## src/design/sync_frame_parser_sum_checksum_core_defines.svh

```systemverilog
// assertion macros for the sync frame parser core
`ifndef SYNC_FRAME_PARSER_SUM_CHECKSUM_CORE_DEFINES_SVH
`define SYNC_FRAME_PARSER_SUM_CHECKSUM_CORE_DEFINES_SVH

// same-cycle implication, sampled on clk, off during reset
`define SFPSC_ASSERT_NOW(label, ante, cons) \
	label: assert property (@(posedge clk) disable iff (!arst_n) (ante) |-> (cons)) \
		else $error("sfpsc check failed");

// next-cycle implication, sampled on clk, off during reset
`define SFPSC_ASSERT_NEXT(label, ante, cons) \
	label: assert property (@(posedge clk) disable iff (!arst_n) (ante) |=> (cons)) \
		else $error("sfpsc check failed");

`endif

```

## src/design/sfpsc_pkg.sv

```systemverilog
// types and constants shared by the sync frame parser files
package sfpsc_pkg;

	// parser phases
	localparam logic [2:0] PH_HUNT   = 3'd0;
	localparam logic [2:0] PH_ID     = 3'd1;
	localparam logic [2:0] PH_MID    = 3'd2;
	localparam logic [2:0] PH_LEN    = 3'd3;
	localparam logic [2:0] PH_LEN_HI = 3'd4;
	localparam logic [2:0] PH_LEN_LO = 3'd5;
	localparam logic [2:0] PH_DATA   = 3'd6;
	localparam logic [2:0] PH_CSUM   = 3'd7;

	// frame bytes
	localparam logic [7:0] PREAMBLE = 8'hFA;
	localparam logic [7:0] BUS_ID   = 8'hFF;
	localparam logic [7:0] LEN_EXT  = 8'hFF;

	// status codes
	localparam logic [1:0] ST_OK       = 2'd0;
	localparam logic [1:0] ST_CSUM_ERR = 2'd1;
	localparam logic [1:0] ST_TOO_LONG = 2'd2;
	localparam logic [1:0] ST_SYNC_TMO = 2'd3;

	localparam logic [15:0] LIMIT_RESET = 16'd1000;

	typedef struct packed {
		logic [2:0]  phase;
		logic [15:0] attempt;
		logic [7:0]  mid;
		logic [15:0] len;
		logic [15:0] seen;
		logic [7:0]  sum;
	} state_t;

	typedef struct packed {
		logic        vld;
		logic [7:0]  payload_byte;
		logic [11:0] byte_index;
		logic [7:0]  message_id;
		logic [15:0] frame_length;
		logic        end_of_frame;
		logic [1:0]  status;
	} res_t;

endpackage

```

## src/design/sfpsc_step.sv

```systemverilog
// next-state and result logic for one received byte
module sfpsc_step #(
	parameter int MAX_PAYLOAD = 2048
) (
	input  sfpsc_pkg::state_t cur,
	input  logic [7:0]        rx,
	input  logic [15:0]       limit,
	output sfpsc_pkg::state_t nxt,
	output sfpsc_pkg::res_t   res
);

	localparam logic [15:0] MaxLen = 16'(MAX_PAYLOAD);

	logic [15:0] attempt_inc;
	logic [15:0] seen_inc;
	logic [7:0]  sum_add;
	logic [15:0] len_lo;

	assign attempt_inc = cur.attempt + 16'd1;
	assign seen_inc    = cur.seen + 16'd1;
	assign sum_add     = cur.sum + rx;
	assign len_lo      = cur.len | {8'd0, rx};

	always_comb begin
		nxt = cur;
		res = '0;
		unique case (cur.phase) inside
			sfpsc_pkg::PH_HUNT, sfpsc_pkg::PH_ID: begin
				if (cur.phase == sfpsc_pkg::PH_HUNT && rx == sfpsc_pkg::PREAMBLE) begin
					nxt.phase = sfpsc_pkg::PH_ID;
				end else if (cur.phase == sfpsc_pkg::PH_ID && rx == sfpsc_pkg::BUS_ID) begin
					nxt.attempt = '0;
					nxt.sum     = rx;
					nxt.phase   = sfpsc_pkg::PH_MID;
				end else begin
					// failed sync attempt
					nxt.phase = sfpsc_pkg::PH_HUNT;
					if (attempt_inc >= limit) begin
						nxt.attempt      = '0;
						res.vld          = 1'b1;
						res.end_of_frame = 1'b1;
						res.status       = sfpsc_pkg::ST_SYNC_TMO;
					end else begin
						nxt.attempt = attempt_inc;
					end
				end
			end
			sfpsc_pkg::PH_MID: begin
				nxt.mid   = rx;
				nxt.sum   = sum_add;
				nxt.phase = sfpsc_pkg::PH_LEN;
			end
			sfpsc_pkg::PH_LEN, sfpsc_pkg::PH_LEN_LO: begin
				nxt.sum = sum_add;
				if (cur.phase == sfpsc_pkg::PH_LEN && rx == sfpsc_pkg::LEN_EXT) begin
					nxt.phase = sfpsc_pkg::PH_LEN_HI;
				end else begin
					// length complete
					nxt.len  = (cur.phase == sfpsc_pkg::PH_LEN) ? {8'd0, rx} : len_lo;
					nxt.seen = '0;
					if (nxt.len > MaxLen) begin
						nxt.phase        = sfpsc_pkg::PH_HUNT;
						res.vld          = 1'b1;
						res.message_id   = cur.mid;
						res.frame_length = nxt.len;
						res.end_of_frame = 1'b1;
						res.status       = sfpsc_pkg::ST_TOO_LONG;
					end else if (nxt.len == 16'd0) begin
						nxt.phase = sfpsc_pkg::PH_CSUM;
					end else begin
						nxt.phase = sfpsc_pkg::PH_DATA;
					end
				end
			end
			sfpsc_pkg::PH_LEN_HI: begin
				nxt.sum   = sum_add;
				nxt.len   = {rx, 8'd0};
				nxt.phase = sfpsc_pkg::PH_LEN_LO;
			end
			sfpsc_pkg::PH_DATA: begin
				nxt.sum          = sum_add;
				nxt.seen         = seen_inc;
				res.vld          = 1'b1;
				res.payload_byte = rx;
				res.byte_index   = cur.seen[11:0];
				res.message_id   = cur.mid;
				res.frame_length = cur.len;
				if (seen_inc >= cur.len) begin
					nxt.phase = sfpsc_pkg::PH_CSUM;
				end
			end
			sfpsc_pkg::PH_CSUM: begin
				nxt.sum          = sum_add;
				nxt.phase        = sfpsc_pkg::PH_HUNT;
				res.vld          = 1'b1;
				res.byte_index   = cur.len[11:0];
				res.message_id   = cur.mid;
				res.frame_length = cur.len;
				res.end_of_frame = 1'b1;
				res.status       = (sum_add == 8'd0) ? sfpsc_pkg::ST_OK
					: sfpsc_pkg::ST_CSUM_ERR;
			end
			default: begin
				nxt.phase = sfpsc_pkg::PH_HUNT;
			end
		endcase
	end

endmodule

```

## src/design/sync_frame_parser_sum_checksum_core.sv

```systemverilog
// top level of the sync frame parser with 8-bit sum checksum
//
//  channel  | handshake             | payload
//  ---------+-----------------------+--------------------------------------------
//  input    | in_valid / in_ready   | rx_byte
//  output   | out_valid / out_ready | payload_byte, byte_index, message_id,
//           |                       | frame_length, end_of_frame, status
//  config   | cfg_wr_en             | cfg_wr_data (sync attempt limit)
//
// one byte per cycle while no held result stalls it; a byte is registered at input, runs
// through the phase and sum update, and its result is then registered in the output register.
// arst_n clears the phase, counters, sum and valid flags; the limit resets to 1000.
// a held output result stalls the input register whether or not the byte there
// gives a result, and in_ready then follows out_ready combinationally.
`include "sync_frame_parser_sum_checksum_core_defines.svh"

module sync_frame_parser_sum_checksum_core #(
	parameter int MAX_PAYLOAD = 2048
) (
	input  logic        clk,
	input  logic        arst_n,
	input  logic        in_valid,
	output logic        in_ready,
	input  logic [7:0]  rx_byte,
	output logic        out_valid,
	input  logic        out_ready,
	output logic [7:0]  payload_byte,
	output logic [11:0] byte_index,
	output logic [7:0]  message_id,
	output logic [15:0] frame_length,
	output logic        end_of_frame,
	output logic [1:0]  status,
	input  logic        cfg_wr_en,
	input  logic [15:0] cfg_wr_data
);

	logic [15:0]       limit_q;
	logic              valid_s1;
	logic [7:0]        rx_s1;
	sfpsc_pkg::state_t state_q;
	sfpsc_pkg::state_t state_nxt;
	sfpsc_pkg::res_t   res_nxt;
	logic              valid_s2;
	sfpsc_pkg::res_t   res_s2;
	logic              out_free;
	logic              advance;

	// limit register
	always_ff @(posedge clk or negedge arst_n) begin
		if (!arst_n) begin
			limit_q <= sfpsc_pkg::LIMIT_RESET;
		end else if (cfg_wr_en) begin
			limit_q <= cfg_wr_data;
		end
	end

	// flow control
	assign out_free = !valid_s2 || out_ready;
	assign advance  = valid_s1 && out_free;
	assign in_ready = !valid_s1 || advance;

	// input register
	always_ff @(posedge clk or negedge arst_n) begin
		if (!arst_n) begin
			valid_s1 <= 1'b0;
		end else if (in_ready) begin
			valid_s1 <= in_valid;
		end
	end

	always_ff @(posedge clk) begin
		if (in_ready && in_valid) begin
			rx_s1 <= rx_byte;
		end
	end

	// per-byte update
	sfpsc_step #(
		.MAX_PAYLOAD(MAX_PAYLOAD)
	) u_step (
		.cur   (state_q),
		.rx    (rx_s1),
		.limit (limit_q),
		.nxt   (state_nxt),
		.res   (res_nxt)
	);

	// parser state
	always_ff @(posedge clk or negedge arst_n) begin
		if (!arst_n) begin
			state_q <= '{phase: sfpsc_pkg::PH_HUNT, default: '0};
		end else if (advance) begin
			state_q <= state_nxt;
		end
	end

	// output register
	always_ff @(posedge clk or negedge arst_n) begin
		if (!arst_n) begin
			valid_s2 <= 1'b0;
		end else if (out_free) begin
			valid_s2 <= advance && res_nxt.vld;
		end
	end

	always_ff @(posedge clk) begin
		if (advance && res_nxt.vld) begin
			res_s2 <= res_nxt;
		end
	end

	assign out_valid    = valid_s2;
	assign payload_byte = res_s2.payload_byte;
	assign byte_index   = res_s2.byte_index;
	assign message_id   = res_s2.message_id;
	assign frame_length = res_s2.frame_length;
	assign end_of_frame = res_s2.end_of_frame;
	assign status       = res_s2.status;

	// checks
	`SFPSC_ASSERT_NOW(a_payload_ok, valid_s2 && !res_s2.end_of_frame, res_s2.status == sfpsc_pkg::ST_OK)
	`SFPSC_ASSERT_NOW(a_data_in_range, state_q.phase == sfpsc_pkg::PH_DATA, state_q.seen < state_q.len)
	`SFPSC_ASSERT_NOW(a_tmo_clear, valid_s2 && res_s2.status == sfpsc_pkg::ST_SYNC_TMO, res_s2.end_of_frame && res_s2.frame_length == 16'd0)
	`SFPSC_ASSERT_NEXT(a_tmo_resets_count, advance && res_nxt.vld && res_nxt.status == sfpsc_pkg::ST_SYNC_TMO, state_q.attempt == 16'd0)

endmodule

```

## config.mk

```make
export PLATFORM = sky130hd
export DESIGN_NAME = sync_frame_parser_sum_checksum_core
export DESIGN_NICKNAME = d
export VERILOG_FILES = /design/src/design/sfpsc_pkg.sv /design/src/design/sfpsc_step.sv /design/src/design/sync_frame_parser_sum_checksum_core.sv
export VERILOG_INCLUDE_DIRS = /design/src /design/src/design
export SDC_FILE = /design/constraint.sdc
export NUM_CORES = 1
export LEC_CHECK = 0
export CAP_MARGIN = 20
export CORE_MARGIN = 2
export CORE_UTILIZATION = 40
export CTS_CLUSTER_SIZE = 25
export DETAILED_ROUTE_END_ITERATION = 10
export DONT_BUFFER_PORTS = 1
export GPL_TIMING_DRIVEN = 0
export SKIP_LAST_GASP = 1
export SLEW_MARGIN = 5
export SYNTH_ARGS = -nofsm -noshare
export SYNTH_HDL_FRONTEND = slang
export SYNTH_HIERARCHICAL = 1
export SYNTH_SLANG_ARGS = --single-unit
```

## constraint.sdc

```tcl
create_clock -name clk -period 9.5 [get_ports clk]
set_input_delay 1.9 -clock clk [delete_from_list [all_inputs] [get_ports clk]]
set_output_delay 1.9 -clock clk [all_outputs]
set_load 0.005 [all_outputs]
```

==> results of run 1 <==
## per-layer routing
layer,global-route usage,up-vias,routed length (um)
met5,0,-,0
met4,0.0635,0,395
met3,0.0373,29,1030
met2,0.279,177,8580
met1,0.270,2856,9570
li1,-,2762,-
## cells by family after synthesis
group | count (synthesis) | share of synthesized area
AND/OR/NAND/NOR | 232 | 0.141
AO/OA/AOI/OAI | 142 | 0.116
flip-flops | 140 | 0.460
multiplexers | 103 | 0.153
buffers and inverters | 65 | 0.0360
adder cells (fa/ha/maj) | 42 | 0.0648
XOR/XNOR | 28 | 0.0298
## registers in the layout, summed over array words and instances, names as in the netlist
signal and count:
byte_index 12, end_of_frame 1, frame_length 16, limit_q 16
message_id 8, out_valid 1, payload_byte 8, rx_s1 8
state_q 67, status 2, valid_s1 1
## layout by cell type (no fill, tap or decap), types with 4 or more instances in the layout
cell type   count
and3_1          8
nand2b_1        6
clkbuf_1       12
o211ai_1        4
xnor2_1        19
buf_2          12
a211oi_1       15
clkbuf_16      17
buf_6           5
inv_1          37
nand3_1        20
a21oi_1        32
mux2_4         30
and2_1         23
mux2_2         61
edfxtp_1       55
nor2_1         67
nand2_1        58
dfrtp_1        79
o21ai_0        41
a21o_1          7
nor4_1          4
nor2b_1         6
a22o_1         19
clkinvlp_4      4
dfstp_2         6
and4_1          4
o22a_1          6
xor2_1          9
nand4_1         5
nor3_1          5
ha_1           41
mux2i_1        12
or4_1           4
or2_2           7
## critical path, cell delays in order, from the launching register on
cell and delay, ns:
dfrtp_1 0.46, ha_1 0.25, nand3_1 0.13, nor2_1 0.24, and2_1 0.24, nor2b_1 0.07, or2_2 0.30, ha_1 0.30
and3_1 0.16, o311a_1 0.33, a211oi_1 0.50, o21ai_0 0.17, nand2_1 0.16, nand2_1 0.11, nand2_1 0.14, nor2_4 0.13
buf_12 0.20
## how the worst min path moves through the flow
| stage | from | end | slack (ns) | depth (start not counted) |
|---|---|---|---|---|
| 3_5_place_dp | state_q[16] | state_q[16] | 0.50 | 1 |
| 5_1_grt | limit_q[13] | limit_q[13] | 0.53 | 1 |
| 6_report | limit_q[10] | limit_q[10] | 0.50 | 1 |
| 3_3_place_gp | state_q[16] | state_q[16] | 0.49 | 1 |
| 4_1_cts | limit_q[13] | limit_q[13] | 0.51 | 1 |
| 2_1_floorplan | state_q[16] | state_q[16] | 0.48 | 1 |
## area by class of cell
cell class,count,area share
Multi-Input combinational cell,547,0.451
Sequential cell,140,0.411
Clock buffer,20,0.0485
Tap cell,270,0.0367
Clock inverter,12,0.0177
Buffer,28,0.0171
Inverter,37,0.0151
Timing Repair Buffer,1,0.00217
## power by group
group / internal [W] / total [W] / switching [W] / leakage, nW
combinational: 0.000475 / 0.00107 / 0.000591 / 2.07
sequential: 0.000830 / 0.000997 / 0.000167 / 1.60
clock: 0.000423 / 0.000697 / 0.000274 / 0.285
## per-stage QoR
step | setup slack (ns) | area, sq um
finish | 5.33 | 9210
CTS | 5.35 | 9210
floorplan | 4.68 | 8230
global placement | 3.15 | 8570
detailed placement | 5.36 | 8600
global route | 5.12 | 9210
==> flow_summary.yaml, run 1 <==
timing:
  rsz0062_at_grt: "no"
  worst_slew_pin_slew_ns: 0.762
  fmax_mhz: 240
  setup_tns_ns: 0
  report.final.hold_viol_count: 0
  finalSetupViolCount: 0
  relSlewSlack: 0.490
  finClkSkew_ns: 0.00698
  fin_crit_ns: 4.17
  maxSlewViolCount: 0
  finalCritPeriodShare: 0.439
  whs_ns: 0.504
synthesis:
  synthesis.nets: 823
  synth_ff_type: "dfrtp_1"
  ys_seq_area_frac: 0.460
  async_reset_ff_frac: 0.607
  syn_avg_cell_area_sq_um: 10.9
  yosys-top-cells-count: "79 x dfrtp_1, 68 x nor2_1, 61 x mux2_2"
  synth_cells: 752
  yosys-top-cells-area: "dfrtp_1 24%, edfxtp_1 20%, mux2_2 8.3%, ha_1 6.2%, mux2_4 5.5%"
  netlist.area_leader.share: 0.240
  yosysMostFrequentCell: "dfrtp_1"
  synth_area_leader_cell: "dfrtp_1"
  yosysWarnings: 6
  synth_area_sq_mm: 0.00823
  synth-edff-count: 55
  ys_ff_latch: 140
  synthDistinctLibCells: 57
route:
  dr.pass1.iters: 7
  routedWlPerCell_um: 18.5
  vias: 5824
  ant_nets: 0
  post_drt_via_cell_ratio: 5.52
  drt_iter0_markers: 414
  wl_um: 19600
  drcViolationCount: 0
setup_path:
  r2r_end: "byte_index[5]"
  crit_required_ns: 9.67
  end_kind: "flip-flop"
  crit_path_end: "byte_index[5]"
  r2r_cells: 16
  r2r_setup_slack_ns: 5.33
  r2r_start: "state_q[48]"
  critPathLaunch: "state_q[48]"
  crit_type: "flip-flop to flip-flop"
  worstPathArrival_ns: 4.34
  crit_path_start_kind: "flip-flop"
  cp_max_fo: 36
grt:
  gr-total-overflow: 0
  grt_pass1_vias: 5583
  grt_usage: 0.186
  grt_max_degree: 86
  antenna_found_initial: 0
  grt_pass1_wl_um: 31700
finish:
  finalNetCount: 843
  fin_util: 0.455
  fillers: 1885
  area_delta_synth_final_pct: 11.8
  antenna_cells: 0
  fin_cells: 1055
  multi_input_area_sq_mm: 0.00416
  register_area_sq_mm: 0.00379
  drive_above_1_share: 0.204
clock_network:
  htreeDepth: 4
  cts.clk_slew.worst_paths_ns: 0.06
  cts_root_buffer: "clkbuf_16"
  cts_buffer_depth: 2
  tritoncts: "done"
  cts_made_buffers: 17
  clk-insertion-delay-late_ns: 0.43
  cts_setup_buffers: 0
  ctsResizeCount: 0
  cts.sinks: 140
  cts-hold-fix-buffers: 0
status:
  status: "finished clean"
power_and_ir_drop:
  power_density_mw_per_mm2: 300
  peakVddDrop_mv: 0.150
  total_power_w: 0.00276
  power_leakage_nw: 3.96
job:
  drv_cap: 0
floorplan:
  rows: 52
  ios: 78
  core_sq_mm: 0.0202
  die_w_um: 147
  die_h_um: 147
  start_util: 0.407
  die_area_sq_mm: 0.0217
placement:
  io_buffer_count: 0
  post-place-cells: 1023
  gp_congestion: 0.839
  place.detailed.hpwl_um: 13600
worst_hold_path:
  hold_path_class: "flip-flop to flip-flop"
Power figures use the tool's default switching activity.
==> run 2, diff against run 1 <==
--- a/config.mk
+++ b/config.mk
@@ -6,6 +6,7 @@
 export SDC_FILE = /design/constraint.sdc
 export NUM_CORES = 1
 export LEC_CHECK = 0
+export ABC_AREA = 1
 export CAP_MARGIN = 20
 export CORE_MARGIN = 2
 export CORE_UTILIZATION = 40
==> constraint.sdc (replaced) <==
create_clock -name clk -period 4 [get_ports clk]
set_input_delay 0.8 -clock clk [delete_from_list [all_inputs] [get_ports clk]]
set_output_delay 0.8 -clock clk [all_outputs]
set_load 0.005 [all_outputs]
==> run 2 against run 1 <==
Total power is 31% higher. Maximum frequency up 17%. Final area increased by 6.5%. Die area rose by 6.5%. Setup slack worse by 4.9 ns. First-iteration DRC count grew 55%. Cell count grew 38%. Non-clock buffer count grew 18. Clock power rose by 140%. Combinational power decreased by 71%. Sequential power grew 59%.
==> flow_summary.yaml, run 2 <==
synthesis:
  netlist.area_leader.share: 0.225
  synth-edff-count: 55
  synth_area_sq_mm: 0.00878
  synth_top_family_by_area: "simple AND/OR/NAND/NOR gates"
  synth_cells: 1144
  ys_ff_latch: 140
  yosysMostFrequentCell: "nand2_1"
  synth.area.mux_share: 0
  yosys-top-cells-count: "353 x nand2_1, 164 x inv_1, 105 x nand3_1"
  synthAdderAreaFrac: 0.0607
  synthDistinctLibCells: 47
  syn_avg_cell_area_sq_um: 7.67
  synth_simple_gate_area_frac: 0.289
  synth-compound-area-share: 0.0982
  async_reset_ff_frac: 0.607
  yosys-top-cells-area: "dfrtp_1 23%, edfxtp_1 19%, nand2_1 15%, inv_1 7.0%, nand3_1 6.0%"
  yosysWarnings: 6
  synth-xor-area-share: 0.0180
  synthesis.nets: 1215
  ys_seq_area_frac: 0.431
  synth_ff_type: "dfrtp_1"
  synth_area_leader_cell: "dfrtp_1"
power_and_ir_drop:
  power_leakage_nw: 4.97
  peakVddDrop_mv: 0.224
  power_density_mw_per_mm2: 368
  total_power_w: 0.00361
floorplan:
  core_sq_mm: 0.0217
  die_w_um: 152
  rows: 54
  ios: 78
  die_h_um: 152
  die_area_sq_mm: 0.0231
  start_util: 0.405
grt:
  grt_pass1_wl_um: 38200
  grt_pass1_vias: 7272
  gr-total-overflow: 0
  grt_max_degree: 86
  grt_usage: 0.205
  antenna_found_initial: 0
setup_path:
  crit_required_ns: 4.13
  max_stage_delay_ns: 0.43
  worstPathArrival_ns: 3.68
  crit_chain: "inv_1 > nor3_1 > nand2_1 > nor2_1 > xor2_1 > inv_1 > ha_1 > nand2_1 > nor3_1 > nand2_1 > nand3_1 > nand2_1 > nand3_1 > inv_1 > nor2_4 > buf_4"
  slowest_stage: "dfrtp_1"
  cp_max_fo: 10
  crit_type: "flip-flop to flip-flop"
  crit_family: "simple AND/OR/NAND/NOR gates"
  end_kind: "flip-flop"
  cp_common_cell: "nand2_1"
  crit_path_start_kind: "flip-flop"
  cp_num_buf_inv: 4
finish:
  drive_above_1_share: 0.0806
  antenna_cells: 0
  area_delta_synth_final_pct: 11.6
  fin_area_sq_mm: 0.00980
  top_register: "state_q"
  largest_reg_flops: 67
  layout.cells.most_common_list: "353 x nand2_1, 164 x inv_1, 105 x nand3_1, 79 x dfrtp_1, 63 x o21ai_0"
  final_common_cell: "nand2_1"
  finalNetCount: 1237
timing:
  finClkSkew_ns: 0.0128
  fmax_mhz: 281
  rsz0062_at_grt: "no"
  worst_slew_pin_slew_ns: 0.609
  finalCritPeriodShare: 0.889
  maxSlewViolCount: 0
  relSlewSlack: 0.592
  setup_tns_ns: 0
  setup_slack_ns: 0.445
  finalSetupViolCount: 0
  report.final.hold_viol_count: 0
  fin_crit_ns: 3.56
route:
  wl_um: 23400
  post_drt_via_cell_ratio: 5.19
  ant_nets: 0
  routedWlPerCell_um: 16.1
  vias: 7570
  dr.pass1.iters: 6
  drcViolationCount: 0
  drt_iter0_markers: 642
clock_network:
  cts.sinks: 140
  cts_buffer_depth: 2
  htreeDepth: 4
  cts_root_buffer: "clkbuf_16"
  tritoncts: "done"
  clk-insertion-delay-late_ns: 0.44
  cts_made_buffers: 17
  cts.clk_slew.worst_paths_ns: 0.07
placement:
  post-place-ws_ns: 0.0353
  place.detailed.hpwl_um: 17200
  placed_area_sq_mm: 0.00916
  gp_congestion: 0.894
  io_buffer_count: 0
worst_hold_path:
  hold_path_class: "primary input to async pin"
job:
  drv_cap: 0
status:
  status: "finished clean"
==> run 2: cell type report <==
class                   instances  area [sq um]
well taps                     280           350
multi-input cells             792          4110
fillers                      2174         11900
plain buffers                  45           269
clock inverters                13           191
clock buffers                  19           433
inverters                     168           636
flip-flops and latches        140          3790
repair buffers                  2          27.5
==> run 2: per-layer routing <==
layer  up-vias  global-route usage  part of all wire
li1       3766                   -                 -
met5         -                   0                 0
met2       227               0.339              0.48
met3        52              0.0341             0.047
met4         0              0.0895             0.035
met1      3525               0.267              0.44
==> run 2: cells by family (layout without fill, tap and decap cells) <==
kind of cell,Yosys count,after routing
fa+ha+maj,42,42
flops,140,140
simple gates,584,585
xor+xnor,18,18
buf+inv,213,247
compound gates,147,147
==> run 2: power by group <==
part / leakage, nW / switching [W] / internal (W)
clock: 0.294 / 0.000655 / 0.00105
combinational: 2.92 / 0.000197 / 0.000119
sequential: 1.76 / 0.0000546 / 0.00154
==> run 2: final timing paths <==
| kind | startpoint | end | slack, ns | depth (start not counted) |
|---|---|---|---|---|
| worst max-delay path | state_q[58] | byte_index[0] | 0.44 | 16 |
| worst min-delay path | arst_n | limit_q[12] | 0.05 | 0 |
| worst max register to register | state_q[58] | byte_index[0] | 0.44 | 16 |
| worst min register to register | limit_q[9] | limit_q[9] | 0.47 | 2 |
| max in group asynchronous | arst_n | limit_q[3] | 3.74 | 0 |
| min in group clk | cfg_wr_en | limit_q[15] | 0.46 | 1 |
==> run 2: what timing repair did <==
item / in CTS / in global routing
hold endpoints to repair: 0 / 0
endpoints found under the setup margin: 0 / 47
buffers inserted: 0 / 1
hold buffers: 0 / 0
gates resized for setup: 0 / 1
==> run 2: metrics by stage <==
step | utilization | cells | hold WS, ns
2_1_floorplan | - | 1144 | 0.442
3_3_place_gp | 0.421 | 1424 | 0.457
3_5_place_dp | 0.422 | 1425 | 0.463
4_1_cts | 0.451 | 1457 | 0.0368
5_1_grt | 0.452 | 1459 | 0.0374
6_report | 0.452 | 1459 | 0.0518
